## src/rtl/assert_macros.svh

```systemverilog
// Assertion macros for the lidar obstacle steering RTL, used by the queue.
`ifndef ASSERT_MACROS_SVH
`define ASSERT_MACROS_SVH

// Property must hold at every rising clock edge outside reset.
`define LOS_ASSERT(label, clk, rstn, prop, msg) \
    label: assert property (@(posedge clk) disable iff (!rstn) prop) else $error(msg);

// Condition must never be seen outside reset.
`define LOS_ASSERT_NEVER(label, clk, rstn, cond, msg) \
    `LOS_ASSERT(label, clk, rstn, !(cond), msg)

`endif

```

## src/rtl/los_pkg.sv

```systemverilog
// Shared types, constants and helpers for the lidar obstacle steering block.
`default_nettype none

package los_pkg;

    localparam int RANGE_W = 16;
    localparam int MIN_W   = 14;
    localparam int PAIR_W  = RANGE_W + 1;
    localparam logic [MIN_W-1:0] RANGE_CAP = 14'd10000;
    localparam int PAIR_MAX = 131070;

    localparam int CFG_INDEX_W = 8;
    localparam int CFG_DATA_W  = 16;
    localparam logic [CFG_INDEX_W-1:0] CFG_ENABLE         = 8'd0;
    localparam logic [CFG_INDEX_W-1:0] CFG_LINEAR_SPEED   = 8'd1;
    localparam logic [CFG_INDEX_W-1:0] CFG_ANGULAR_TRIM   = 8'd2;
    localparam logic [CFG_INDEX_W-1:0] CFG_ALERT_DISTANCE = 8'd3;

    localparam logic [15:0] ALERT_RESET = 16'd1200;

    localparam logic [2:0] DEC_FREE        = 3'd0;
    localparam logic [2:0] DEC_VEER_RIGHT  = 3'd1;
    localparam logic [2:0] DEC_VEER_LEFT   = 3'd2;
    localparam logic [2:0] DEC_AVOID_LEFT  = 3'd3;
    localparam logic [2:0] DEC_AVOID_RIGHT = 3'd4;
    localparam logic [2:0] DEC_BOXED_RIGHT = 3'd5;
    localparam logic [2:0] DEC_BOXED_LEFT  = 3'd6;

    typedef struct packed {
        logic               enable;
        logic [7:0]         linear_speed;
        logic signed [7:0]  angular_trim;
        logic [15:0]        alert_distance;
    } cfg_t;

    function automatic logic signed [7:0] sat8(input logic signed [9:0] v);
        logic signed [7:0] r;
        if (v > 10'sd127) begin
            r = 8'sd127;
        end else if (v < -10'sd128) begin
            r = -8'sd128;
        end else begin
            r = v[7:0];
        end
        return r;
    endfunction

endpackage

`default_nettype wire

```

## src/rtl/lidar_obstacle_steering.sv

```systemverilog
// Lidar obstacle steering: one range sample per cycle, one command per enabled scan.
// Throughput: one sample per cycle; s_ready falls only while two scan summaries wait.
// The marked sample's summary passes the queue, then the back's command register.
// The front updates at most one sector minimum and at most one area sum per sample.
// Reset (synchronous, aresetn low): scan state cleared, queue empty, no command pending,
// configuration back to disabled, zero speed and trim, alert distance 1200 mm.
`default_nettype none

module lidar_obstacle_steering
    import los_pkg::*;
#(
    parameter int SCAN_SAMPLES = 720,
    parameter int SECTOR_COUNT = 9
) (
    input  wire logic                   aclk,
    input  wire logic                   aresetn,
    input  wire logic                   cfg_valid,
    output logic                        cfg_ready,
    input  wire logic [CFG_INDEX_W-1:0] cfg_index,
    input  wire logic [CFG_DATA_W-1:0]  cfg_data,
    input  wire logic                   s_valid,
    output logic                        s_ready,
    input  wire logic [RANGE_W-1:0]     s_range_sample,
    input  wire logic                   s_scan_last,
    output logic                        m_valid,
    input  wire logic                   m_ready,
    output logic [7:0]                  m_linear_cmd,
    output logic signed [7:0]           m_angular_cmd,
    output logic [2:0]                  m_decision
);

    localparam int SUM_W = $clog2((SCAN_SAMPLES / 2) * PAIR_MAX + 1);
    localparam int JOB_W = SECTOR_COUNT * MIN_W + 2 * SUM_W;

    cfg_t             cfg_reg, cfg_next;
    logic             job_in_valid, job_in_ready;
    logic             job_out_valid, job_out_ready;
    logic [JOB_W-1:0] job_in_data, job_out_data;

    assign cfg_ready = 1'b1;

    always_comb begin
        cfg_next = cfg_reg;
        if (cfg_valid && cfg_ready) begin
            unique case (cfg_index)
                CFG_ENABLE:         cfg_next.enable         = cfg_data[0];
                CFG_LINEAR_SPEED:   cfg_next.linear_speed   = cfg_data[7:0];
                CFG_ANGULAR_TRIM:   cfg_next.angular_trim   = cfg_data[7:0];
                CFG_ALERT_DISTANCE: cfg_next.alert_distance = cfg_data;
                default:            cfg_next = cfg_reg;
            endcase
        end
    end

    always_ff @(posedge aclk) begin
        if (!aresetn) begin
            cfg_reg.enable         <= 1'b0;
            cfg_reg.linear_speed   <= '0;
            cfg_reg.angular_trim   <= '0;
            cfg_reg.alert_distance <= ALERT_RESET;
        end else begin
            cfg_reg <= cfg_next;
        end
    end

    los_front #(
        .SCAN_SAMPLES (SCAN_SAMPLES),
        .SECTOR_COUNT (SECTOR_COUNT),
        .SUM_W        (SUM_W),
        .JOB_W        (JOB_W)
    ) u_front (
        .aclk           (aclk),
        .aresetn        (aresetn),
        .enable         (cfg_reg.enable),
        .s_valid        (s_valid),
        .s_ready        (s_ready),
        .s_range_sample (s_range_sample),
        .s_scan_last    (s_scan_last),
        .job_valid      (job_in_valid),
        .job_ready      (job_in_ready),
        .job_data       (job_in_data)
    );

    los_queue #(
        .WIDTH (JOB_W)
    ) u_queue (
        .aclk     (aclk),
        .aresetn  (aresetn),
        .wr_valid (job_in_valid),
        .wr_ready (job_in_ready),
        .wr_data  (job_in_data),
        .rd_valid (job_out_valid),
        .rd_ready (job_out_ready),
        .rd_data  (job_out_data)
    );

    los_back #(
        .SECTOR_COUNT (SECTOR_COUNT),
        .SUM_W        (SUM_W),
        .JOB_W        (JOB_W)
    ) u_back (
        .aclk          (aclk),
        .aresetn       (aresetn),
        .cfg           (cfg_reg),
        .job_valid     (job_out_valid),
        .job_ready     (job_out_ready),
        .job_data      (job_out_data),
        .m_valid       (m_valid),
        .m_ready       (m_ready),
        .m_linear_cmd  (m_linear_cmd),
        .m_angular_cmd (m_angular_cmd),
        .m_decision    (m_decision)
    );

endmodule

`default_nettype wire

```

## src/rtl/los_queue.sv

```systemverilog
// Two-entry queue of scan summaries between the front and back parts.
`default_nettype none
`include "assert_macros.svh"

module los_queue #(
    parameter int WIDTH = 180
) (
    input  wire logic             aclk,
    input  wire logic             aresetn,
    input  wire logic             wr_valid,
    output logic                  wr_ready,
    input  wire logic [WIDTH-1:0] wr_data,
    output logic                  rd_valid,
    input  wire logic             rd_ready,
    output logic [WIDTH-1:0]      rd_data
);

    localparam int DEPTH = 2;
    localparam int PTR_W = $clog2(DEPTH);
    localparam int CNT_W = $clog2(DEPTH + 1);

    logic [WIDTH-1:0] mem [DEPTH];
    logic [PTR_W-1:0] wr_ptr_reg, wr_ptr_next;
    logic [PTR_W-1:0] rd_ptr_reg, rd_ptr_next;
    logic [CNT_W-1:0] count_reg, count_next;
    logic             wr_fire, rd_fire;

    assign wr_ready = count_reg < CNT_W'(DEPTH);
    assign rd_valid = count_reg != '0;
    assign wr_fire  = wr_valid && wr_ready;
    assign rd_fire  = rd_valid && rd_ready;
    assign rd_data  = mem[rd_ptr_reg];

    always_comb begin
        wr_ptr_next = wr_fire ? wr_ptr_reg + 1'b1 : wr_ptr_reg;
        rd_ptr_next = rd_fire ? rd_ptr_reg + 1'b1 : rd_ptr_reg;
        count_next  = count_reg;
        if (wr_fire && !rd_fire) begin
            count_next = count_reg + 1'b1;
        end else if (rd_fire && !wr_fire) begin
            count_next = count_reg - 1'b1;
        end
    end

    always_ff @(posedge aclk) begin
        if (!aresetn) begin
            wr_ptr_reg <= '0;
            rd_ptr_reg <= '0;
            count_reg  <= '0;
        end else begin
            wr_ptr_reg <= wr_ptr_next;
            rd_ptr_reg <= rd_ptr_next;
            count_reg  <= count_next;
        end
    end

    always_ff @(posedge aclk) begin
        if (wr_fire) begin
            mem[wr_ptr_reg] <= wr_data;
        end
    end

    `LOS_ASSERT(q_count_bound, aclk, aresetn, count_reg <= CNT_W'(DEPTH), "queue count over depth")
    `LOS_ASSERT(q_push_grows, aclk, aresetn, (wr_fire && !rd_fire) |=> (count_reg == $past(count_reg) + 1'b1), "push lost")
    `LOS_ASSERT(q_pop_shrinks, aclk, aresetn, (rd_fire && !wr_fire) |=> (count_reg == $past(count_reg) - 1'b1), "pop lost")
    `LOS_ASSERT_NEVER(q_ptr_split, aclk, aresetn, (count_reg == '0) && (wr_ptr_reg != rd_ptr_reg), "empty queue with split pointers")

endmodule

`default_nettype wire

```

## src/rtl/los_front.sv

```systemverilog
// Front part: takes range samples, keeps sector minima and area sums per scan.
`default_nettype none

module los_front
    import los_pkg::*;
#(
    parameter int SCAN_SAMPLES = 720,
    parameter int SECTOR_COUNT = 9,
    parameter int SUM_W        = 26,
    parameter int JOB_W        = 178
) (
    input  wire logic               aclk,
    input  wire logic               aresetn,
    input  wire logic               enable,
    input  wire logic               s_valid,
    output logic                    s_ready,
    input  wire logic [RANGE_W-1:0] s_range_sample,
    input  wire logic               s_scan_last,
    output logic                    job_valid,
    input  wire logic               job_ready,
    output logic [JOB_W-1:0]        job_data
);

    localparam int SECTOR_LEN = SCAN_SAMPLES / SECTOR_COUNT;
    localparam int HALF_SCAN  = SCAN_SAMPLES / 2;
    localparam int POS_W      = $clog2(SCAN_SAMPLES + 1);
    localparam int SEC_W      = $clog2(SECTOR_COUNT + 1);
    localparam int LEN_W      = $clog2(SECTOR_LEN);

    logic [POS_W-1:0]   pos_reg, pos_next;
    logic [SEC_W-1:0]   sec_idx_reg, sec_idx_next;
    logic [LEN_W-1:0]   sec_cnt_reg, sec_cnt_next;
    logic [RANGE_W-1:0] prev_reg, prev_next;
    logic [SUM_W-1:0]   right_reg, right_next;
    logic [SUM_W-1:0]   left_reg, left_next;
    logic [MIN_W-1:0]   min_reg [SECTOR_COUNT];
    logic [MIN_W-1:0]   min_next [SECTOR_COUNT];

    logic               accept, in_scan, paired;
    logic [MIN_W-1:0]   capped;
    logic [PAIR_W-1:0]  pair;

    assign s_ready = job_ready;
    assign accept  = s_valid && s_ready;
    assign in_scan = pos_reg < POS_W'(SCAN_SAMPLES);
    assign paired  = in_scan && (pos_reg != '0);
    assign capped  = (s_range_sample < RANGE_W'(RANGE_CAP)) ?
                     s_range_sample[MIN_W-1:0] : RANGE_CAP;
    assign pair    = PAIR_W'(prev_reg) + PAIR_W'(s_range_sample);

    assign job_valid = accept && s_scan_last && enable;

    always_comb begin
        pos_next     = pos_reg;
        sec_idx_next = sec_idx_reg;
        sec_cnt_next = sec_cnt_reg;
        prev_next    = prev_reg;
        right_next   = right_reg;
        left_next    = left_reg;
        for (int i = 0; i < SECTOR_COUNT; i++) begin
            min_next[i] = min_reg[i];
            if (accept && in_scan && sec_idx_reg == SEC_W'(i) && capped < min_reg[i]) begin
                min_next[i] = capped;
            end
        end
        if (accept && in_scan) begin
            pos_next  = pos_reg + 1'b1;
            prev_next = s_range_sample;
            if (sec_cnt_reg == LEN_W'(SECTOR_LEN - 1)) begin
                sec_cnt_next = '0;
                if (sec_idx_reg < SEC_W'(SECTOR_COUNT)) begin
                    sec_idx_next = sec_idx_reg + 1'b1;
                end
            end else begin
                sec_cnt_next = sec_cnt_reg + 1'b1;
            end
            if (paired) begin
                if (pos_reg <= POS_W'(HALF_SCAN)) begin
                    right_next = right_reg + SUM_W'(pair);
                end else begin
                    left_next = left_reg + SUM_W'(pair);
                end
            end
        end
    end

    always_comb begin
        for (int i = 0; i < SECTOR_COUNT; i++) begin
            job_data[i*MIN_W +: MIN_W] = min_next[i];
        end
        job_data[SECTOR_COUNT*MIN_W +: SUM_W]         = right_next;
        job_data[SECTOR_COUNT*MIN_W + SUM_W +: SUM_W] = left_next;
    end

    always_ff @(posedge aclk) begin
        if (!aresetn || (accept && s_scan_last)) begin
            pos_reg     <= '0;
            sec_idx_reg <= '0;
            sec_cnt_reg <= '0;
            prev_reg    <= '0;
            right_reg   <= '0;
            left_reg    <= '0;
            for (int i = 0; i < SECTOR_COUNT; i++) begin
                min_reg[i] <= RANGE_CAP;
            end
        end else begin
            pos_reg     <= pos_next;
            sec_idx_reg <= sec_idx_next;
            sec_cnt_reg <= sec_cnt_next;
            prev_reg    <= prev_next;
            right_reg   <= right_next;
            left_reg    <= left_next;
            for (int i = 0; i < SECTOR_COUNT; i++) begin
                min_reg[i] <= min_next[i];
            end
        end
    end

endmodule

`default_nettype wire

```

## src/rtl/los_back.sv

```systemverilog
// Back part: applies the steering rules to a scan summary and holds the command.
`default_nettype none

module los_back
    import los_pkg::*;
#(
    parameter int SECTOR_COUNT = 9,
    parameter int SUM_W        = 26,
    parameter int JOB_W        = 178
) (
    input  wire logic             aclk,
    input  wire logic             aresetn,
    input  wire cfg_t             cfg,
    input  wire logic             job_valid,
    output logic                  job_ready,
    input  wire logic [JOB_W-1:0] job_data,
    output logic                  m_valid,
    input  wire logic             m_ready,
    output logic [7:0]            m_linear_cmd,
    output logic signed [7:0]     m_angular_cmd,
    output logic [2:0]            m_decision
);

    localparam int FRONT = SECTOR_COUNT / 2;
    localparam int PROD_W = 19;

    logic [MIN_W-1:0]   m [SECTOR_COUNT];
    logic [SUM_W-1:0]   right_sum, left_sum;
    logic [15:0]        alert_mm;
    logic [15:0]        front_m, lft, rgt, side_l, side_r;
    logic [PROD_W-1:0]  lft5, rgt5, alert4;
    logic signed [9:0]  trim_ext;
    logic               found;

    logic [7:0]         lin_next;
    logic signed [7:0]  ang_next;
    logic [2:0]         dec_next;

    logic               m_valid_reg, m_valid_next;
    logic [7:0]         lin_reg;
    logic signed [7:0]  ang_reg;
    logic [2:0]         dec_reg;
    logic               take;

    always_comb begin
        for (int i = 0; i < SECTOR_COUNT; i++) begin
            m[i] = job_data[i*MIN_W +: MIN_W];
        end
    end

    assign right_sum = job_data[SECTOR_COUNT*MIN_W +: SUM_W];
    assign left_sum  = job_data[SECTOR_COUNT*MIN_W + SUM_W +: SUM_W];
    assign alert_mm  = cfg.alert_distance;
    assign front_m   = 16'(m[FRONT]);
    assign lft       = 16'(m[FRONT+1]);
    assign rgt       = 16'(m[FRONT-1]);
    assign lft5      = PROD_W'(lft) * PROD_W'(5);
    assign rgt5      = PROD_W'(rgt) * PROD_W'(5);
    assign alert4    = PROD_W'(alert_mm) << 2;
    assign trim_ext  = 10'(cfg.angular_trim);

    always_comb begin
        lin_next = 8'd0;
        ang_next = 8'sd0;
        dec_next = DEC_FREE;
        found    = 1'b0;
        side_l   = '0;
        side_r   = '0;
        if (front_m > alert_mm) begin
            found    = 1'b1;
            lin_next = cfg.linear_speed;
            if (lft5 <= alert4 && rgt >= alert_mm) begin
                ang_next = sat8(trim_ext - 10'sd4);
                dec_next = DEC_VEER_RIGHT;
            end else if (rgt5 <= alert4 && lft >= alert_mm) begin
                ang_next = sat8(trim_ext + 10'sd4);
                dec_next = DEC_VEER_LEFT;
            end else begin
                ang_next = cfg.angular_trim;
                dec_next = DEC_FREE;
            end
        end else begin
            for (int j = 1; j < FRONT; j++) begin
                side_l = 16'(m[FRONT+j]);
                side_r = 16'(m[FRONT-j]);
                if (!found) begin
                    if (side_l >= alert_mm && side_l >= side_r) begin
                        found    = 1'b1;
                        lin_next = 8'd1;
                        ang_next = 8'sd5;
                        dec_next = DEC_AVOID_LEFT;
                    end else if (side_r >= alert_mm && side_r >= side_l) begin
                        found    = 1'b1;
                        lin_next = 8'd1;
                        ang_next = -8'sd5;
                        dec_next = DEC_AVOID_RIGHT;
                    end
                end
            end
        end
        if (!found) begin
            lin_next = 8'd0;
            if (right_sum > left_sum) begin
                ang_next = -8'sd10;
                dec_next = DEC_BOXED_RIGHT;
            end else begin
                ang_next = 8'sd10;
                dec_next = DEC_BOXED_LEFT;
            end
        end
    end

    assign job_ready = !m_valid_reg || m_ready;
    assign take      = job_valid && job_ready;

    always_comb begin
        m_valid_next = m_valid_reg;
        if (take) begin
            m_valid_next = 1'b1;
        end else if (m_ready) begin
            m_valid_next = 1'b0;
        end
    end

    always_ff @(posedge aclk) begin
        if (!aresetn) begin
            m_valid_reg <= 1'b0;
        end else begin
            m_valid_reg <= m_valid_next;
        end
    end

    always_ff @(posedge aclk) begin
        if (take) begin
            lin_reg <= lin_next;
            ang_reg <= ang_next;
            dec_reg <= dec_next;
        end
    end

    assign m_valid       = m_valid_reg;
    assign m_linear_cmd  = lin_reg;
    assign m_angular_cmd = ang_reg;
    assign m_decision    = dec_reg;

endmodule

`default_nettype wire
```

## config.mk

```make
export PLATFORM = sky130hd
export DESIGN_NAME = lidar_obstacle_steering
export DESIGN_NICKNAME = d
export VERILOG_FILES = /design/src/rtl/los_pkg.sv /design/src/rtl/lidar_obstacle_steering.sv /design/src/rtl/los_queue.sv /design/src/rtl/los_front.sv /design/src/rtl/los_back.sv
export VERILOG_INCLUDE_DIRS = /design/src /design/src/rtl
export SDC_FILE = /design/constraint.sdc
export NUM_CORES = 1
export LEC_CHECK = 0
export ABC_AREA = 1
export BUFFER_PORTS_ARGS = -buffer_cell sky130_fd_sc_hd__buf_2
export CORE_MARGIN = 2
export CORE_UTILIZATION = 50
export CTS_CLUSTER_DIAMETER = 150
export DETAILED_ROUTE_END_ITERATION = 8
export PLACE_DENSITY_LB_ADDON = 0.05
export SYNTH_ARGS = -nofsm -noshare
export SYNTH_HDL_FRONTEND = slang
export SYNTH_HIERARCHICAL = 1
export SYNTH_SLANG_ARGS = --single-unit
```

## constraint.sdc

```tcl
create_clock -name aclk -period 21.2 [get_ports aclk]
set_input_delay 4.24 -clock aclk [delete_from_list [all_inputs] [get_ports aclk]]
set_output_delay 4.24 -clock aclk [all_outputs]
set_load 0.01 [all_outputs]
```

== Yosys cells after proc, flatten, opt, wreduce, memory -nomap -nowiden ==
Memory sizes are Yosys's and may differ from the RTL's. A register that Yosys moved wholly into a read port is not among the register bits.
Cells that the tools add are included.

* Memories: 2
* Flip-flop bits (word level): 146
* Bits in writable memories: 482
* Output and inout port bits: 22

* Reductions and logical operators: 52
* Muxes and demuxes: 87
* $add $sub $neg: 12
* Bitwise gates (word level): 9
* Order comparisons: 34
* Multiply operators: 2
* Eq/ne operators: 12

{| class="wikitable"
|+ Memories
! name !! depth !! bits a word !! rd ports !! clocked after memory_dff !! wr ports !! RTL line !! RTL
|-
| u_queue.mem || 2 || 178 || 1 || 1 || 1 || los_queue.sv:22 || <nowiki>logic [WIDTH-1:0] mem [DEPTH];</nowiki>
|-
| u_front.min_reg || 9 || 14 || 9 || 0 || 9 || los_front.sv:36 || <nowiki>logic [MIN_W-1:0] min_reg [SECTOR_COUNT];</nowiki>
|}

{| class="wikitable"
|+ Operators with widths
! kind !! number
|-
| $mux 14 || 19
|-
| $mux 8 || 25
|-
| $mux 26 || 6
|-
| $lt 14x14->1 || 9
|-
| $ge 14x16->1 || 6
|-
| $ge 14x14->1 || 6
|-
| $add 26x17->26 || 2
|-
| $le 19x18->1 || 2
|-
| $logic_and 1x1->1 || 35
|-
| $mul 14x3->17 const B || 2
|-
| $mux 3 || 11
|-
| $gt 26x26->1 || 1
|-
| $mux 1 || 21
|-
| $gt 10x8->1 const B || 2
|-
| $lt 10x8->1 const B || 2
|-
| $add 16x16->17 || 1
|-
| $eq 4x3->1 const B || 4
|-
| $eq 8x2->1 const B || 2
|-
| $gt 14x16->1 || 1
|-
| $lt 16x14->1 const B || 1
|-
| $add 10x1->10 const B || 1
|-
| $le 10x9->1 const B || 1
|-
| $lt 10x10->1 const B || 1
|-
| $reduce_bool 10->1 || 1
|-
| 24 further kinds || 46
|}

== Depth between registers and ports, before layout ==
* Depth in word-level cells: 12
* Gate-level depth with buffers: 30
* Mapped depth without buffers: 27

== Modules after synthesis ==
The synthesis kept the hierarchy.

{| class="wikitable"
|+ By module, submodules not included
! module !! area each (um2) !! cells each !! times used
|-
| los_front || 14978.1 || 2303 || 1
|-
| los_queue || 13501.7 || 589 || 1
|-
| los_back || 7861.3 || 1157 || 1
|-
| lidar_obstacle_steering || 1483.9 || 206 || 1
|}

== Worst setup path after synthesis ==
Ideal clock, no wire load.

* Kind: in2reg
* From: input port s_valid
* To: memory u_queue/mem[0][0] (netlist name), enable pin
* Data required time: 20.481 ns
* Buffers on the path: 0
* Cell stages on the path: 4
* Data arrival time: 11.999 ns
* Setup slack: 8.483 ns
* Library setup time: 0.719 ns
* Cells stage by stage: nand2_1 -> nor3b_1 -> nand2_1 -> nor2_1

* Word-level cells in the longest chain between the ends: 6

{| class="wikitable"
|+ RTL lines
! element !! RTL line !! RTL
|-
| start, declared || lidar_obstacle_steering.sv:21 || <nowiki>input wire logic s_valid,</nowiki>
|-
| $logic_and 1x1->1 || los_front.sv:44 || <nowiki>assign accept = s_valid && s_ready;</nowiki>
|-
| $logic_and 1x1->1 (2 in series) || los_front.sv:51 || <nowiki>assign job_valid = accept && s_scan_last && enable;</nowiki>
|-
| via job_in_valid || lidar_obstacle_steering.sv:36 || <nowiki>logic job_in_valid, job_in_ready;</nowiki>
|-
| $logic_and 1x1->1 || los_queue.sv:30 || <nowiki>assign wr_fire = wr_valid && wr_ready;</nowiki>
|-
| $mux 1 || los_queue.sv:58 || <nowiki>if (wr_fire) begin</nowiki>
|-
| $mux 1 (implied by the code) || los_queue.sv:59 || <nowiki>mem[wr_ptr_reg] <= wr_data;</nowiki>
|-
| end, declared || los_queue.sv:22 ||
|}

The timed path passes the listed nets, and every way through them passes these cells.

== Final worst setup path ==
* From: input port s_range_sample[15]
* To: memory u_queue/mem[0][60] (netlist name) (data pin)

* Word-level cells in the longest chain between the ends: 5

{| class="wikitable"
|+ RTL lines
! element !! RTL line !! RTL
|-
| start, declared || lidar_obstacle_steering.sv:23 || <nowiki>input wire logic [RANGE_W-1:0] s_range_sample,</nowiki>
|-
| $lt 16x14->1 (*) || los_front.sv:47 || <nowiki>assign capped = (s_range_sample < RANGE_W'(RANGE_CAP)) ?</nowiki>
|-
| $mux 14 (*) || los_front.sv:47 ||
|-
| $lt 14x14->1 || los_front.sv:62 || <nowiki>if (accept && in_scan && sec_idx_reg == SEC_W'(i) && capped < min_reg[i]) begin</nowiki>
|-
| $logic_and 1x1->1 || los_front.sv:62 ||
|-
| $mux 14 (*) || los_front.sv:62 ||
|-
| via job_in_data[60] || lidar_obstacle_steering.sv:38 || <nowiki>logic [JOB_W-1:0] job_in_data, job_out_data;</nowiki>
|}

The timed path passes the listed nets; every way through them passes the cells marked *.

==> flow_summary.ini <==
[floorplanning]
ios = 68
fp.dieW_um = 265
std_cell_rows = 95
die_h_um = 265
design.core.area_mm2 = 0.0672
fp.dieArea_mm2 = 0.0700
start_util = 0.505

[synthesis]
syn_area_per_cell_um2 = 8.71
netlist_instances = 3896
netlist_area_mm2 = 0.0339
syn_nets = 4347
ys_warn_count = 6

[finish]
layout-drive-gt1-share = 0.103
diodes = 0
multi_input_area_mm2 = 0.0173
seq_area_mm2 = 0.0141
fillers = 6277
final_area_mm2 = 0.0368
largest_reg_flops = 300
syn_to_final_growth_pct = 8.48
finalNonFillerCells = 4864
nets = 4391

[sta]
slew_headroom = 0.174
rsz0062_at_grt = false
fin_skew_ns = 0.0524
final.setup.tns_ns = 0
timing.hold.ws_ns = 0.465
drv_slew = 0
setup_violations = 0
worstMarginPinSlew_ns = 1.24
finalCritPeriodShare = 0.372
fmax_mhz = 127
hold_viol = 0
finalCriticalPeriod_ns = 7.88

[pwr]
swShare = 0.364
p_leak_uw = 0.0176
peakVddDrop_mv = 0.0634
p_seq_frac = 0.340
cellPowerDensity_mw_per_mm2 = 95.3
combinationalPowerShare = 0.373
p_switching_uw = 1280
p_clk_frac = 0.288
p_int_uw = 2230

[grt]
met1_usage = 0.404
use_met3 = 0.0506
grt-busiest-layer = met1
grt_max_degree = 135
grt_pass1_wl_um = 141000
grt_pass1_vias = 24398
grt_antenna_before_repair = 2
grt.total_usage = 0.263
grt_overflow_total = 0
grt_use_met2 = 0.376

[worst_setup_path]
crit_arrival_ns = 8.27
endpoint_kind = flip-flop
required_ns = 21.59
crit_top_cell = nand2_1
cp_top_family = simple AND/OR/NAND/NOR gates
path_class = in2reg
worstSetupStartpointType = primary input
path_cells = buf_2 > or2_0 > nor2_1 > nand2_1 > inv_2 > nand2_1 > inv_1 > ha_1 > nand2_1 > inv_1 > o21ai_0 > nand4_1 > nor3_2 > nand2_1 > nand2_1 > nand2_1
crit_path_max_incr_delay_ns = 0.78
critPathSlowestCell = nor3_2
crit_buf_inv = 4
cp_max_fo = 15

[clock_network]
cts_tree = yes
cts_sinks = 545
clk_pin_slew_ns = 0.06
cts_buffers = 60
clk_latency_ns = 0.64
holdBufCountCts = 0
clk_path_buf_depth = 3
ctsResizeCount = 0
h-tree-depth = 2
cts_root_buf = clkbuf_16
post_cts_buffers = 0

[worst_hold_path]
hold_class = reg2reg

[routing]
drtIter0Drc = 2178
first_pass_iters = 6
ant_nets = 0
routed_wl_um = 92600
via_per_inst = 5.37
post_drt_wl_per_cell_um = 19.0
vias = 26113
drc_errors = 0

[job]
cap_violations = 0

[place]
dp_cells = 4751
port_buffers = 66
dp_hpwl_um = 68600
placed_area_mm2 = 0.0349
gp_congestion = 0.887

[outcome]
status = completed
## power by group through the flow
stage	clock [µW]	combinational, µW	sequential [µW]
after floorplan	0	989	1210
after global placement	0	1280	1210
after detailed placement	0	1290	1210
after CTS	1040	1300	1190
after global routing	1070	1470	1200
final	1010	1310	1190
## cell usage in the layout (no fill, tap or decap), types with 37 or more instances in the layout
| master | count |
|---|---|
| xor2_1 | 38 |
| ha_1 | 400 |
| nand3_1 | 312 |
| a21oi_1 | 273 |
| o21ai_0 | 107 |
| buf_2 | 66 |
| inv_1 | 517 |
| mux2_2 | 63 |
| edfxtp_1 | 319 |
| mux2_4 | 87 |
| dfxtp_1 | 225 |
| clkbuf_16 | 60 |
| nand2_1 | 871 |
| nand4_1 | 37 |
| nor2_1 | 304 |
## tightest hold or removal path, stage by stage, from the launching register on
cell and delay, ns:
dfxtp_1 0.33, nand2_1 0.05, nand3_1 0.05
## through the flow
stage / util / power (µW) / setup WS, ns
final: 0.548 / 3510 / 13.32
after global placement: 0.520 / 2500 / 12.82
after detailed placement: 0.520 / 2510 / 12.72
after CTS: 0.548 / 3530 / 13.40
after floorplan: - / 2200 / 9.70
after global routing: 0.548 / 3740 / 13.05
## path summary, 6_finish.rpt
path / slack (ns) / endpoint / start / cells past startpoint
setup / recovery: 13.32 / u_queue/mem[0][60]$_DFFE_PP_ / s_range_sample[15] / 16
setup reg to reg: 13.64 / u_back/m_angular_cmd[5]$_DFFE_PP_ / flip-flop / 25
hold / removal: 0.46 / cfg_reg[7]$_SDFFE_PN1P_ / cfg_reg[7]$_SDFFE_PN1P_ / 2
hold reg to reg: 0.46 / cfg_reg[7]$_SDFFE_PN1P_ / cfg_reg[7]$_SDFFE_PN1P_ / 2
## routing by layer
layer / wire length (µm) / part of all wire
met5: 0 / 0
met2: 37100 / 0.40
met4: 2180 / 0.024
met3: 6800 / 0.073
met1: 46500 / 0.50
## area by class of cell
type / count / area share
Clock inverter: 35 / 0.00744
Inverter: 533 / 0.0544
Tap cell: 873 / 0.0297
Timing Repair Buffer: 77 / 0.0116
Multi-Input combinational cell: 2723 / 0.469
Sequential cell: 545 / 0.383
Clock buffer: 78 / 0.0445
(Power assumes the default switching activity.)
